**src/hw/rtl/spz_pkg.sv**
```systemverilog
// Shared types, codes and small arithmetic helpers for the sliding puzzle
// expansion pipeline. No dependencies.
package spz_pkg;

  localparam int CELLS = 16;
  localparam logic [6:0] DIST_MAX = 7'd127;

  typedef logic [3:0] spz_cell_t;
  typedef spz_cell_t [CELLS-1:0] spz_board_t;

  typedef enum logic [1:0] {
    DIR_UP    = 2'd0,
    DIR_LEFT  = 2'd1,
    DIR_DOWN  = 2'd2,
    DIR_RIGHT = 2'd3
  } spz_dir_t;

  typedef enum logic {
    REG_BOARD_ROWS = 1'b0,
    REG_BOARD_COLS = 1'b1
  } spz_reg_t;

  // State after the move, handed from the move stages to the distance stages.
  typedef struct packed {
    spz_board_t cells;
    logic [3:0] blank;
    logic       legal;
    logic       goal;
    logic [4:0] n;
    logic [2:0] cols;
  } spz_mid_t;

  // Fields that ride along with the distance pipeline unchanged.
  typedef struct packed {
    spz_board_t cells;
    logic [3:0] blank;
    logic       legal;
    logic       goal;
  } spz_pass_t;

  // Quotient of a small value (at most 16) by a column count of 1 to 7.
  // Divisors 3, 5, 6 and 7 use a reciprocal multiply that is exact over that range.
  function automatic logic [4:0] spz_div(input logic [4:0] x, input logic [2:0] cols);
    logic [9:0] prod;
    logic [4:0] q;
    prod = '0;
    q = x;
    case (cols)
      3'd2: q = {1'b0, x[4:1]};
      3'd3: begin
        prod = 10'(x) * 10'd11;
        q = prod[9:5];
      end
      3'd4: q = {2'b00, x[4:2]};
      3'd5: begin
        prod = 10'(x) * 10'd13;
        q = {1'b0, prod[9:6]};
      end
      3'd6: begin
        prod = 10'(x) * 10'd11;
        q = {1'b0, prod[9:6]};
      end
      3'd7: begin
        prod = 10'(x) * 10'd37;
        q = {3'b000, prod[9:8]};
      end
      default: q = x;
    endcase
    return q;
  endfunction

  function automatic logic [2:0] spz_mod(input logic [4:0] x, input logic [2:0] cols);
    logic [4:0] q;
    logic [7:0] qc;
    q = spz_div(x, cols);
    qc = 8'(q) * 8'(cols);
    return 3'(x - qc[4:0]);
  endfunction

endpackage

```
**src/hw/rtl/spz_item_if.sv**
```systemverilog
// Input channel of the expansion pipeline: valid/ready plus one packed state
// and a move direction. No dependencies.
interface spz_item_if;
  logic        valid;
  logic        ready;
  logic [3:0]  blank_position;
  logic [31:0] cells_low;
  logic [31:0] cells_high;
  logic [1:0]  move_dir;

  modport source (output valid, blank_position, cells_low, cells_high, move_dir,
                  input ready);
  modport sink (input valid, blank_position, cells_low, cells_high, move_dir,
                output ready);
endinterface

```
**src/hw/rtl/spz_result_if.sv**
```systemverilog
// Output channel of the expansion pipeline: valid/ready plus the successor
// state, legality, distance and goal flag. No dependencies.
interface spz_result_if;
  logic        valid;
  logic        ready;
  logic [3:0]  next_blank;
  logic [31:0] next_cells_low;
  logic [31:0] next_cells_high;
  logic        move_legal;
  logic [6:0]  next_distance;
  logic        input_at_goal;

  modport source (output valid, next_blank, next_cells_low, next_cells_high, move_legal,
                  next_distance, input_at_goal, input ready);
  modport sink (input valid, next_blank, next_cells_low, next_cells_high, move_legal,
                next_distance, input_at_goal, output ready);
endinterface

```
**src/hw/rtl/sliding_puzzle_expand_eval.sv**
```systemverilog
// Top level of the sliding puzzle node expansion pipeline: board size
// registers, move stages and distance stages. Depends on spz_pkg, the two
// channel interfaces, spz_move and spz_dist.

// The block takes one puzzle state and a move direction per cycle while ready is
// high and returns the successor state, a legality flag, the Manhattan distance
// of the successor and whether the input was the goal. The five register stages
// are move decode, tile swap, per-cell distance, partial sums and final sum, and
// each passes one item per cycle unless the stage ahead of it is full and stalled.
// Ready drops only when the result register is held by the sink and every stage
// behind it is full. Board rows and columns are set by writes to register 0
// and 1; the user must write them only while the block is idle, as the block
// itself does not enforce this.
module sliding_puzzle_expand_eval #(
  parameter int MAX_CELLS = 16
) (
  input  logic         clk,
  input  logic         rst,
  input  logic         write_en,
  input  logic         write_index,
  input  logic [2:0]   write_data,
  spz_item_if.sink     item,
  spz_result_if.source result
);
  import spz_pkg::*;

  logic [2:0] board_rows;
  logic [2:0] board_cols;
  spz_mid_t   mid;
  logic       mid_valid;
  logic       mid_ready;

  always_ff @(posedge clk) begin
    if (rst) begin
      board_rows <= 3'd4;
      board_cols <= 3'd4;
    end else if (write_en) begin
      case (spz_reg_t'(write_index))
        REG_BOARD_ROWS: board_rows <= write_data;
        REG_BOARD_COLS: board_cols <= write_data;
        default: ;
      endcase
    end
  end

  spz_move #(
    .MAX_CELLS(MAX_CELLS)
  ) u_move (
    .clk       (clk),
    .rst       (rst),
    .board_rows(board_rows),
    .board_cols(board_cols),
    .item      (item),
    .mid       (mid),
    .mid_valid (mid_valid),
    .mid_ready (mid_ready)
  );

  spz_dist u_dist (
    .clk      (clk),
    .rst      (rst),
    .mid      (mid),
    .mid_valid(mid_valid),
    .mid_ready(mid_ready),
    .result   (result)
  );

endmodule

```
**src/hw/rtl/spz_move.sv**
```systemverilog
// Stages one and two: board size, goal test, move legality, then the tile swap.
// Depends on spz_pkg and spz_item_if.
module spz_move #(
  parameter int MAX_CELLS = 16
) (
  input  logic             clk,
  input  logic             rst,
  input  logic [2:0]       board_rows,
  input  logic [2:0]       board_cols,
  spz_item_if.sink         item,
  output spz_pkg::spz_mid_t mid,
  output logic             mid_valid,
  input  logic             mid_ready
);
  import spz_pkg::*;

  // Stage one combinational signals.
  logic [2:0]  rows_e, cols_e;
  logic [5:0]  prod;
  logic [4:0]  n;
  spz_board_t  cells_in;
  logic        goal;
  logic [4:0]  b5;
  logic [2:0]  bcol;
  logic        cand;
  logic [4:0]  tgt;
  logic        legal;

  // Stage one registers.
  logic        v1;
  spz_board_t  c1;
  logic [3:0]  b1, t1;
  logic        l1, g1;
  logic [4:0]  n1;
  logic [2:0]  cols1;

  logic        en1, en2;
  spz_board_t  cells_next;

  assign en2 = !mid_valid || mid_ready;
  assign en1 = !v1 || en2;
  assign item.ready = en1;

  always_comb begin
    rows_e = (board_rows == 3'd0) ? 3'd1 : board_rows;
    cols_e = (board_cols == 3'd0) ? 3'd1 : board_cols;
    prod = 6'(rows_e) * 6'(cols_e);
    n = (prod > 6'(MAX_CELLS)) ? 5'(MAX_CELLS) : prod[4:0];
    cells_in = {item.cells_high, item.cells_low};

    goal = (item.blank_position == 4'd0);
    for (int p = 0; p < CELLS; p++) begin
      if (p >= 1 && 5'(p) < n) begin
        if (cells_in[p] != 4'(p - 1)) goal = 1'b0;
      end else begin
        if (cells_in[p] != 4'd0) goal = 1'b0;
      end
    end

    b5 = {1'b0, item.blank_position};
    bcol = spz_mod(b5, cols_e);
    cand = 1'b0;
    tgt = b5;
    case (spz_dir_t'(item.move_dir))
      DIR_UP: begin
        cand = (b5 >= 5'(cols_e));
        tgt = b5 - 5'(cols_e);
      end
      DIR_LEFT: begin
        cand = (bcol != 3'd0);
        tgt = b5 - 5'd1;
      end
      DIR_DOWN: begin
        cand = ((b5 + 5'(cols_e)) < n);
        tgt = b5 + 5'(cols_e);
      end
      DIR_RIGHT: begin
        cand = (bcol < (cols_e - 3'd1));
        tgt = b5 + 5'd1;
      end
      default: cand = 1'b0;
    endcase
    legal = (b5 < n) && cand && (tgt < n);
  end

  always_ff @(posedge clk) begin
    if (rst) begin
      v1 <= 1'b0;
    end else if (en1) begin
      v1 <= item.valid;
    end
    if (en1 && item.valid) begin
      c1 <= cells_in;
      b1 <= item.blank_position;
      t1 <= tgt[3:0];
      l1 <= legal;
      g1 <= goal;
      n1 <= n;
      cols1 <= cols_e;
    end
  end

  // Stage two: the tile at the target slides into the old blank cell.
  always_comb begin
    cells_next = c1;
    if (l1) begin
      cells_next[b1] = c1[t1];
      cells_next[t1] = 4'd0;
    end
  end

  always_ff @(posedge clk) begin
    if (rst) begin
      mid_valid <= 1'b0;
    end else if (en2) begin
      mid_valid <= v1;
    end
    if (en2 && v1) begin
      mid.cells <= cells_next;
      mid.blank <= l1 ? t1 : b1;
      mid.legal <= l1;
      mid.goal <= g1;
      mid.n <= n1;
      mid.cols <= cols1;
    end
  end

  a_legal_on_board: assert property (@(posedge clk) disable iff (rst)
    v1 && l1 |-> ({1'b0, t1} < n1) && ({1'b0, b1} < n1) && (t1 != b1))
    else $error("legal move with blank or target off the board");

  a_blank_cleared: assert property (@(posedge clk) disable iff (rst)
    mid_valid && mid.legal |-> mid.cells[mid.blank] == 4'd0)
    else $error("new blank cell not cleared after a legal move");

  a_illegal_unchanged: assert property (@(posedge clk) disable iff (rst)
    v1 && en2 && !l1 |=> (mid.cells == $past(c1)) && (mid.blank == $past(b1)))
    else $error("illegal move altered the state");

endmodule

```
**src/hw/rtl/spz_dist.sv**
```systemverilog
// Stages three to five: per-cell Manhattan distances, partial sums, final sum
// with saturation and the output register. Depends on spz_pkg and spz_result_if.
module spz_dist (
  input  logic              clk,
  input  logic              rst,
  input  spz_pkg::spz_mid_t mid,
  input  logic              mid_valid,
  output logic              mid_ready,
  spz_result_if.source      result
);
  import spz_pkg::*;

  function automatic logic [4:0] absdiff(input logic [4:0] a, input logic [4:0] b);
    return (a > b) ? (a - b) : (b - a);
  endfunction

  logic        en3, en4, en5;
  logic        v3, v4, v5;
  logic [4:0]  d_next [CELLS];
  logic [4:0]  d3 [CELLS];
  spz_pass_t   pass3, pass4, pass5;
  logic [6:0]  grp_next [4];
  logic [6:0]  grp4 [4];
  logic [8:0]  total;
  logic [6:0]  dist5;

  assign en5 = !v5 || result.ready;
  assign en4 = !v4 || en5;
  assign en3 = !v3 || en4;
  assign mid_ready = en3;

  // Stage three: each cell measures its own tile's distance from home.
  always_comb begin
    logic [4:0] aim;
    logic [4:0] pos;
    for (int p = 0; p < CELLS; p++) begin
      pos = 5'(p);
      aim = 5'(mid.cells[p]) + 5'd1;
      if (pos < mid.n && 4'(p) != mid.blank) begin
        d_next[p] = absdiff(spz_div(aim, mid.cols), spz_div(pos, mid.cols))
                  + absdiff(5'(spz_mod(aim, mid.cols)), 5'(spz_mod(pos, mid.cols)));
      end else begin
        d_next[p] = 5'd0;
      end
    end
  end

  always_ff @(posedge clk) begin
    if (rst) begin
      v3 <= 1'b0;
    end else if (en3) begin
      v3 <= mid_valid;
    end
    if (en3 && mid_valid) begin
      d3 <= d_next;
      pass3 <= '{cells: mid.cells, blank: mid.blank, legal: mid.legal, goal: mid.goal};
    end
  end

  // Stage four: four groups of four.
  always_comb begin
    for (int g = 0; g < 4; g++) begin
      grp_next[g] = 7'(d3[4*g]) + 7'(d3[4*g+1]) + 7'(d3[4*g+2]) + 7'(d3[4*g+3]);
    end
  end

  always_ff @(posedge clk) begin
    if (rst) begin
      v4 <= 1'b0;
    end else if (en4) begin
      v4 <= v3;
    end
    if (en4 && v3) begin
      grp4 <= grp_next;
      pass4 <= pass3;
    end
  end

  // Stage five: final sum, clipped to the field's range.
  assign total = 9'(grp4[0]) + 9'(grp4[1]) + 9'(grp4[2]) + 9'(grp4[3]);

  always_ff @(posedge clk) begin
    if (rst) begin
      v5 <= 1'b0;
    end else if (en5) begin
      v5 <= v4;
    end
    if (en5 && v4) begin
      dist5 <= (total > 9'(DIST_MAX)) ? DIST_MAX : total[6:0];
      pass5 <= pass4;
    end
  end

  assign result.valid = v5;
  assign result.next_blank = pass5.blank;
  assign result.next_cells_low = pass5.cells[7:0];
  assign result.next_cells_high = pass5.cells[15:8];
  assign result.move_legal = pass5.legal;
  assign result.next_distance = dist5;
  assign result.input_at_goal = pass5.goal;

  a_blank_not_counted: assert property (@(posedge clk) disable iff (rst)
    v3 |-> d3[pass3.blank] == 5'd0)
    else $error("blank cell contributed to the distance");

  a_result_kept: assert property (@(posedge clk) disable iff (rst)
    v5 && !result.ready |=> v5)
    else $error("waiting result dropped");

  a_stage_advance: assert property (@(posedge clk) disable iff (rst)
    v3 && en4 |=> v4 && (pass4 == $past(pass3)))
    else $error("item lost between distance stages");

endmodule
```
**src/flat_wrapper.sv**
```systemverilog
// flat-port wrapper written by rule: the top's interface ports become plain ports
module sliding_puzzle_expand_eval_flat import spz_pkg::*;
#(
  parameter int MAX_CELLS = 16
)
  (clk, rst, write_en, write_index, write_data, item_valid, item_blank_position, item_cells_low, item_cells_high, item_move_dir, item_ready, result_valid, result_next_blank, result_next_cells_low, result_next_cells_high, result_move_legal, result_next_distance, result_input_at_goal, result_ready);
  spz_item_if item_i ();
  spz_result_if result_i ();
  input  logic clk;
  input  logic rst;
  input  logic write_en;
  input  logic write_index;
  input  logic [2:0] write_data;
  input wire logic [$bits(item_i.valid)-1:0] item_valid;
  input wire logic [$bits(item_i.blank_position)-1:0] item_blank_position;
  input wire logic [$bits(item_i.cells_low)-1:0] item_cells_low;
  input wire logic [$bits(item_i.cells_high)-1:0] item_cells_high;
  input wire logic [$bits(item_i.move_dir)-1:0] item_move_dir;
  output wire logic [$bits(item_i.ready)-1:0] item_ready;
  output wire logic [$bits(result_i.valid)-1:0] result_valid;
  output wire logic [$bits(result_i.next_blank)-1:0] result_next_blank;
  output wire logic [$bits(result_i.next_cells_low)-1:0] result_next_cells_low;
  output wire logic [$bits(result_i.next_cells_high)-1:0] result_next_cells_high;
  output wire logic [$bits(result_i.move_legal)-1:0] result_move_legal;
  output wire logic [$bits(result_i.next_distance)-1:0] result_next_distance;
  output wire logic [$bits(result_i.input_at_goal)-1:0] result_input_at_goal;
  input wire logic [$bits(result_i.ready)-1:0] result_ready;
  assign item_i.valid = item_valid;
  assign item_i.blank_position = item_blank_position;
  assign item_i.cells_low = item_cells_low;
  assign item_i.cells_high = item_cells_high;
  assign item_i.move_dir = item_move_dir;
  assign item_ready = item_i.ready;
  assign result_valid = result_i.valid;
  assign result_next_blank = result_i.next_blank;
  assign result_next_cells_low = result_i.next_cells_low;
  assign result_next_cells_high = result_i.next_cells_high;
  assign result_move_legal = result_i.move_legal;
  assign result_next_distance = result_i.next_distance;
  assign result_input_at_goal = result_i.input_at_goal;
  assign result_i.ready = result_ready;
  sliding_puzzle_expand_eval #(.MAX_CELLS(MAX_CELLS)) u_core (.clk(clk), .rst(rst), .write_en(write_en), .write_index(write_index), .write_data(write_data), .item(item_i), .result(result_i));
endmodule
```
**config.mk**
```make
export PLATFORM = sky130hd
export DESIGN_NAME = sliding_puzzle_expand_eval_flat
export DESIGN_NICKNAME = d
export VERILOG_FILES = /design/src/hw/rtl/spz_pkg.sv /design/src/hw/rtl/spz_item_if.sv /design/src/hw/rtl/spz_result_if.sv /design/src/hw/rtl/sliding_puzzle_expand_eval.sv /design/src/hw/rtl/spz_move.sv /design/src/hw/rtl/spz_dist.sv /design/src/flat_wrapper.sv
export SDC_FILE = /design/constraint.sdc
export NUM_CORES = 2
export LEC_CHECK = 0
export ABC_AREA = 1
export BUFFER_PORTS_ARGS = -buffer_cell sky130_fd_sc_hd__buf_2
export CAP_MARGIN = 20
export CORE_AREA = 2 2 458 460
export CTS_CLUSTER_SIZE = 28
export DETAILED_ROUTE_END_ITERATION = 8
export DIE_AREA = 0 0 460 462
export PLACE_DENSITY_LB_ADDON = 0.1
export SYNTH_ARGS = -nofsm -noshare
export SYNTH_HDL_FRONTEND = slang
export SYNTH_SLANG_ARGS = --single-unit
```
**constraint.sdc**
```tcl
create_clock -name clk -period 7 [get_ports clk]
set_clock_uncertainty 0.15 [all_clocks]
set_input_delay 0.7 -clock clk [delete_from_list [all_inputs] [get_ports clk]]
set_output_delay 0.7 -clock clk [all_outputs]
set_load 0.05 [all_outputs]
```
### Word level (Yosys, flattened, before mapping)

Index checks and enable logic that the tools add are counted.

| storage, ports and cells | value |
|---|---|
| bits in registers | 496 |
| latch bits | 0 |
| RAM bits | 0 |
| ROM bits | 0 |
| bits of input ports | 79 |
| output and inout port bits | 79 |
| logic and storage cells | 706 |
| memories | 0 |

| cells by class | value |
|---|---|
| add/sub/neg operators | 149 |
| multipliers | 85 |
| divide/modulo/power cells | 0 |
| order comparisons | 73 |
| equality and inequality tests | 44 |
| shift operators | 0 |
| multiplexer cells | 154 |
| bitwise logic cells | 3 |
| reductions and logical operators | 70 |

Operators by type and width:

| cell | count |
|---|---|
| 5-bit one-hot mux with 6 select lines | 16 |
| 5-bit two-way mux | 65 |
| 5-bit by 4-bit multiplier with 9-bit output, second input constant | 32 |
| 5-bit by 3-bit multiplier with 3-bit output | 32 |
| 5-bit by 6-bit multiplier with 10-bit output, second input constant | 16 |
| 5-bit subtractor | 32 |
| 3-bit by 3-bit subtractor with 4-bit output | 32 |
| 4-bit by 1-bit adder with 5-bit output, second input constant | 17 |
| 5-bit adder | 16 |
| 5-bit greater-than comparator | 16 |
| 4-bit by 5-bit less-than comparator with 1-bit output, first input constant | 16 |
| 4-bit one-hot mux with 4 select lines | 5 |
| 4-bit nonzero test | 17 |
| 64-bit AND | 1 |
| 64-bit bitwise mux | 1 |
| 64-bit two-way mux | 1 |
| 64-bit NOT | 1 |
| 3-bit subtractor | 17 |
| 3-bit greater-than comparator | 16 |
| 1-bit two-way mux | 45 |
| 3-bit by 5-bit less-than comparator with 1-bit output, first input constant | 8 |
| 4-bit one-hot mux with 5 select lines | 2 |
| 4-bit demux with 4-bit select | 2 |
| 4-bit inequality test, first input constant | 8 |
| 62 further kinds | 164 |

### Depth between registers and ports, before layout

| depth | value |
|---|---|
| depth in word-level cells | 33 |
| gate-level depth with buffers | 49 |
| depth with buffers taken out | 48 |

### Hierarchy

A second synthesis with hierarchy kept.

| unflattened totals | value |
|---|---|
| cell total of the unflattened synthesis | 6,210 |
| area total of the unflattened synthesis | 51,360.5 um^2 |

By module, submodules not included:

| module | instances | cells each | area each (um^2) | sequential area each (um^2) |
|---|---|---|---|---|
| spz_dist | 1 | 5,161 | 41,685.0 | 9,819.4 |
| spz_move | 1 | 1,015 | 9,434.0 | 4,844.6 |
| sliding_puzzle_expand_eval | 1 | 34 | 241.5 | 120.1 |

### Worst setup path after synthesis

Ideal clock, no wire load.

| path | value |
|---|---|
| kind | flip-flop to flip-flop |
| start point | register u_core.u_move.mid[62] (netlist name) |
| end point | register u_core.u_dist.d3[19] (netlist name) (data pin) |
| library setup time | 259 ps |
| arrival time | 7,271 ps |
| required time | 6,591 ps |
| path slack | -680 ps |
| stages on the path, launching flop included | 46 |
| buffers on the path | 0 |
| period minus slack after synthesis | 7,680 ps |
| cells stage by stage | edfxtp_1 ha_1 xnor2_1 inv_1 ha_1 inv_1 fa_1 inv_1 ha_1 a21oi_1 nand2_1 nand2_1 nand2_1 or2_2 nand3_1 nand3_1 a21oi_1 nand3_1 (+10 left out) nand3_1 nand2_1 inv_2 ha_1 nand3_1 nand2_1 inv_1 or2_2 o21ai_0 inv_1 fa_1 inv_1 a21o_1 a21oi_1 xor2_1 xnor2_1 o31ai_1 nor2_1 |

| between the ends | value |
|---|---|
| longest elaborated chain between the ends | 9 |
| elaborated cells between the ends (all ways) | 17 |
| those cells by class | add/sub: 7; mul: 4; order compare: 2; mux: 4 |

RTL lines:

| element | line | source |
|---|---|---|
| 4-bit by 1-bit adder with 5-bit output (*) | spz_dist.sv:38 | `aim = 5'(mid.cells[p]) + 5'd1;` |
| 5-bit by 6-bit multiplier with 10-bit output (tied with other cells) | spz_pkg.sv:64 | `prod = 10'(x) * 10'd37;` |
| 5-bit one-hot mux with 6 select lines | spz_pkg.sv:48 | `case (cols)` |
| 5-bit two-way mux | spz_dist.sv:39 | `if (pos < mid.n && 4'(p) != mid.blank) begin` |
| 5-bit by 3-bit multiplier with 3-bit output | spz_pkg.sv:76 | `qc = 8'(q) * 8'(cols);` |
| 3-bit subtractor | spz_pkg.sv:77 | `return 3'(x - qc[4:0]);` |
| 3-bit by 3-bit subtractor with 4-bit output / 3-bit greater-than comparator (equally long branches) | spz_dist.sv:14 | `return (a > b) ? (a - b) : (b - a);` |
| 5-bit two-way mux | spz_dist.sv:14 |  |
| 5-bit adder (*) | spz_dist.sv:41 | `+ absdiff(5'(spz_mod(aim, mid.cols)), 5'(spz_mod(pos, mid.cols)));` |
| to (signal assigned) | spz_dist.sv:55 | `d3 <= d_next;` |
| to (decl) | spz_dist.sv:20 | `logic [4:0] d3 [CELLS];` |

Mark *: on every way between the ends. The rest lies on a longest branch, timed or not. The select of a mux whose other input is x is not followed.
A chain may end at the register's enable or synchronous reset.

### Worst setup path after layout

| path | value |
|---|---|
| start point | register u_core.u_move.mid[63] (netlist name) |
| end point | register u_core.u_dist.d3[19] (netlist name) (data pin) |

| between the ends | value |
|---|---|
| longest elaborated chain between the ends | 9 |
| elaborated cells between the ends (all ways) | 17 |
| those cells by class | add/sub: 7; mul: 4; order compare: 2; mux: 4 |

RTL lines:

| element | line |
|---|---|
| 4-bit by 1-bit adder with 5-bit output (*) | spz_dist.sv:38 |
| 5-bit by 6-bit multiplier with 10-bit output (tied with other cells) | spz_pkg.sv:64 |
| 5-bit one-hot mux with 6 select lines | spz_pkg.sv:48 |
| 5-bit two-way mux | spz_dist.sv:39 |
| 5-bit by 3-bit multiplier with 3-bit output | spz_pkg.sv:76 |
| 3-bit subtractor | spz_pkg.sv:77 |
| 3-bit by 3-bit subtractor with 4-bit output / 3-bit greater-than comparator (equally long branches) | spz_dist.sv:14 |
| 5-bit two-way mux | spz_dist.sv:14 |
| 5-bit adder (*) | spz_dist.sv:41 |

Marks and branches as above.

==> metrics.md <==
| Metric | Value |
|---|---|
| Xor/xnor share of the synthesized area | 4.20% |
| Sink Count | 496 |
| Die Width | 460 µm |
| Initial core utilization | 24.9% |
| Placed Area | 62400 µm² |
| Max H-tree Level | 2 |
| Critical Path End | u_core.u_dist.d3[19] |
| Syn avg cell area | 8.43 µm² |
| Critical path required time | 7340 ps |
| Clock power share | 12.8% |
| Crit path launch | u_core.u_move.mid[63] |
| Top_reg_cell synth | edfxtp_1 |
| Routed WL | 189000 µm |
| Post-synthesis compound-gate area fraction | 11.3% |
| Crit start category | flop |
| Setup-failing EPs final | 6 |
| Final Cycle Share | 105% |
| R2R Path Start | u_core.u_move.mid[63] |
| Synth-to-Final Area Change | 37.8% |
| Global-route wire length before repair | 279000 µm |
| Post-Synthesis Cells | 6131 |
| Vias in the first global route | 44899 |
| Failing checks | setup timing |
| Finished Core Util | 34.2% |
| Root buf cell | clkbuf_16 |
| Commonest non-fill, non-tap cells in the layout | buf_4, inv_1, nand2_1 |
| RR Endpoint | u_core.u_dist.d3[19] |
| Comb pwr share | 70.2% |
| Setup WS post-layout | -373 ps |
| Seq cells post-synth | 496 |
| Num CTS Buffers | 59 |
| TNS Setup | -1090 ps |
| Post-Syn Area | 51700 µm² |
| CP max-delay cell | edfxtp_1 |
| TritonCTS clock tree | built |
| Die Area | 213000 µm² |
| GPL Wtd Cong | 0.921 |
| Adder-cell area share of the yosys netlist | 30.0% |
| CP dominant cell by count | buf_4 |
| GR Util All Layers | 17.3% |
| NetSw | 10400 µW |
| Pre-CTS setup slack | -639 ps |
| Max transition margin | 27.2% |
| Top Ports | 158 |
| Main combinational cell family by area after synthesis | adder cells |
| R2r worst-path depth | 49 |
| Int Pwr | 13700 µW |
| Worst skew pair latency | 710 ps |
| Worst vdd ir | 0.000224 V |
| Achievable Freq | 136 MHz |
| Remaining DRCs | 0 |
| Pre-Repair DR Iteration Count | 5 |
| Seq/Total Area, Yosys | 28.6% |
| IO Port Bufs | 157 |
| Die Height | 462 µm |
| PD cells | 339 nW/µm² |
| Post-synthesis mux area share | 0.155% |
| Max Slew Vio Count | 0 |
| Status | finished, violations left |
| Max-Cap Viols | 0 |
| Worst hold path type | input port to flop |
| Most common cell after layout, fill and taps aside | buf_4 |
| Row Count | 168 |
| Worst-path clk slew | 60 ps |
| DR vias | 45306 |
| Max incr delay on CP | 510 ps |
| Core footprint | 208000 µm² |
| Reg2reg setup slack | -370 ps |
| Slew @ Worst Pin | 1080 ps |
| Layout cells sized above 1 | 31.7% |
| Post-layout instance area | 71200 µm² |
| WL per Instance | 18.5 µm |
| Total congestion overflow | 0 |
| NumNets Final | 8634 |
| Yosys Warn Count | 0 |
| Sequential power share | 17.0% |
| Detail Route Antenna Nets | 0 |
| Initial antenna violation count | 2 |
| Dpl hpwl | 151000 µm |
| Sw Ratio | 43.0% |
| Critical path arrival | 7710 ps |
| Async S/R FF share, synth | 0% |
| RSZ-0062 raised after global routing | yes |
| DR vias/cell | 4.44 |
| CTS Buffer Depth | 3 |
| Detailed router's first-iteration violation count | 2249 |
| Final Hold Viols | 0 |
| Min cycle time layout | 7370 ps |
| Count of cell types in the netlist | 62 |
| Pin count of the biggest net entering global routing | 98 |
| Leakage power | 0.0339 µW |
| Post-synth EDFFs | 485 |
| Simple-Gate Fraction of Synth Area | 16.3% |
| CP Capture Type | flop |
| Worst-path maximum fanout | 4 |
| Setup Crit Path Kind | flop to flop |
-- kinds of logic (layout without fill, tap and decap cells) --
family / count (synthesis) / after routing
muxes: 8 / 8
AOI/OAI and AO/OA: 1058 / 1058
DFF: 496 / 496
other: 2 / 19
and+or+nand+nor: 1941 / 1941
xor gates and xnor gates: 247 / 247
buffers and inverters: 1253 / 2580
adders and majority gates: 1126 / 1126
-- Yosys cell counts, types with 5 or more instances --
cell,instances,share of area (%)
inv_1,1114,8.1
nand2_1,960,7.0
ha_1,935,23
edfxtp_1,485,28
o21ai_0,420,4.1
nor2_1,403,2.9
a21oi_1,387,3.7
nand3_1,332,3.2
fa_1,191,7.4
xor2_1,163,2.8
nand4_1,87,1.1
xnor2_1,83,1.4
clkbuf_1,49,0.36
o21ai_1,48,0.46
or2_2,45,0.54
o211ai_1,36,0.52
nand3b_1,35,0.51
o22ai_1,35,0.42
buf_2,32,0.31
inv_2,31,0.23
a221oi_1,28,0.47
a21o_1,20,0.29
o21bai_1,15,0.22
buf_4,13,0.19
nor2_2,13,0.16
nor3_1,13,0.13
a211oi_1,12,0.17
dfxtp_1,11,0.43
nor4_1,10,0.12
nand2_2,9,0.11
a22oi_1,8,0.12
buf_1,8,0.058
mux2i_1,8,0.15
nor2_4,7,0.15
nor3b_1,7,0.10
o21a_1,7,0.10
o221ai_1,7,0.12
a31oi_1,6,0.073
buf_6,6,0.13
o21ai_2,5,0.085
o22ai_2,5,0.12
-- critical path, delay by kind of cell, from the launching register on --
family / cells / cell delay, ps
buffers and inverters: 20 / 2050
AND/OR/NAND/NOR: 16 / 1910
adder cells (fa/ha/maj): 5 / 1570
flip-flops: 1 / 510
XOR/XNOR: 3 / 510
AO/OA/AOI/OAI: 5 / 490
-- what timing repair did --
action / CTS / global route
pin swaps: 279 / 528
buffers inserted: 237 / 106
cloned: 0 / 0
endpoints found under the hold margin: 26 / 0
gates resized for setup: 375 / 662
endpoints found under the setup margin: 46 / 56
hold buffers: 26 / 0
-- how the worst min path moves through the flow --
stage,from,to,slack (ps),cells after the start
floorplan,u_core.u_move.mid[8],u_core.u_dist.pass3[0],250,0
global placement,u_core.u_dist.pass4[12],u_core.u_dist.result.next_cells_low[6],250,0
detailed placement,u_core.u_dist.pass3[59],u_core.u_dist.pass4[59],250,0
CTS,item_cells_low[2],u_core.u_move.c1[2],0.08,1
global route,item_cells_low[10],u_core.u_move.c1[10],10,1
finish,item_cells_low[2],u_core.u_move.c1[2],40,1
-- stage by stage --
stage	hold slack, ps	total power [µW]	std cells
2_1_floorplan	250	12600	6147
3_3_place_gp	251	17900	9740
3_5_place_dp	255	17900	9742
4_1_cts	0.0833	22300	10108
5_1_grt	13.3	26500	10194
6_report	41.6	24100	10195
-- registers in the layout, summed over array words and instances, names as in the netlist, 4 cells and up --
name	cells
u_core.u_dist.d3	80
u_core.u_dist.grp4	28
u_core.u_dist.pass3	70
u_core.u_dist.pass4	70
u_core.u_dist.result.next_blank	4
u_core.u_dist.result.next_cells_high	32
u_core.u_dist.result.next_cells_low	32
u_core.u_dist.result.next_distance	7
u_core.u_move.b1	4
u_core.u_move.c1	64
u_core.u_move.mid	78
u_core.u_move.n1	5
u_core.u_move.t1	4
-- per-layer routing --
layer	part of all wire, %	global-route usage (%)
met1	49	24.2
met2	46	28.8
met3	2.6	1.32
met4	2.2	4.00
met5	0	0
-- power groups by stage --
stage / clock network [µW] / registers (µW) / logic (µW)
after global routing: 3310 / 4130 / 19000
after global placement: 0 / 4170 / 13700
after floorplan: 0 / 4100 / 8460
after CTS: 3210 / 4110 / 14900
final: 3100 / 4110 / 16900
after detailed placement: 0 / 4170 / 13700
-- layout make-up --
class | instances | area [µm²]
diodes | 1 | 2.50
clock buffers | 68 | 1510
clock inverters | 38 | 378
fillers | 21702 | 137000
inverters | 1145 | 4370
multi-input cells | 4398 | 36700
flip-flops and latches | 496 | 14800
well taps | 2720 | 3400
repair buffers | 1329 | 10100
(Power assumes the default switching activity.)
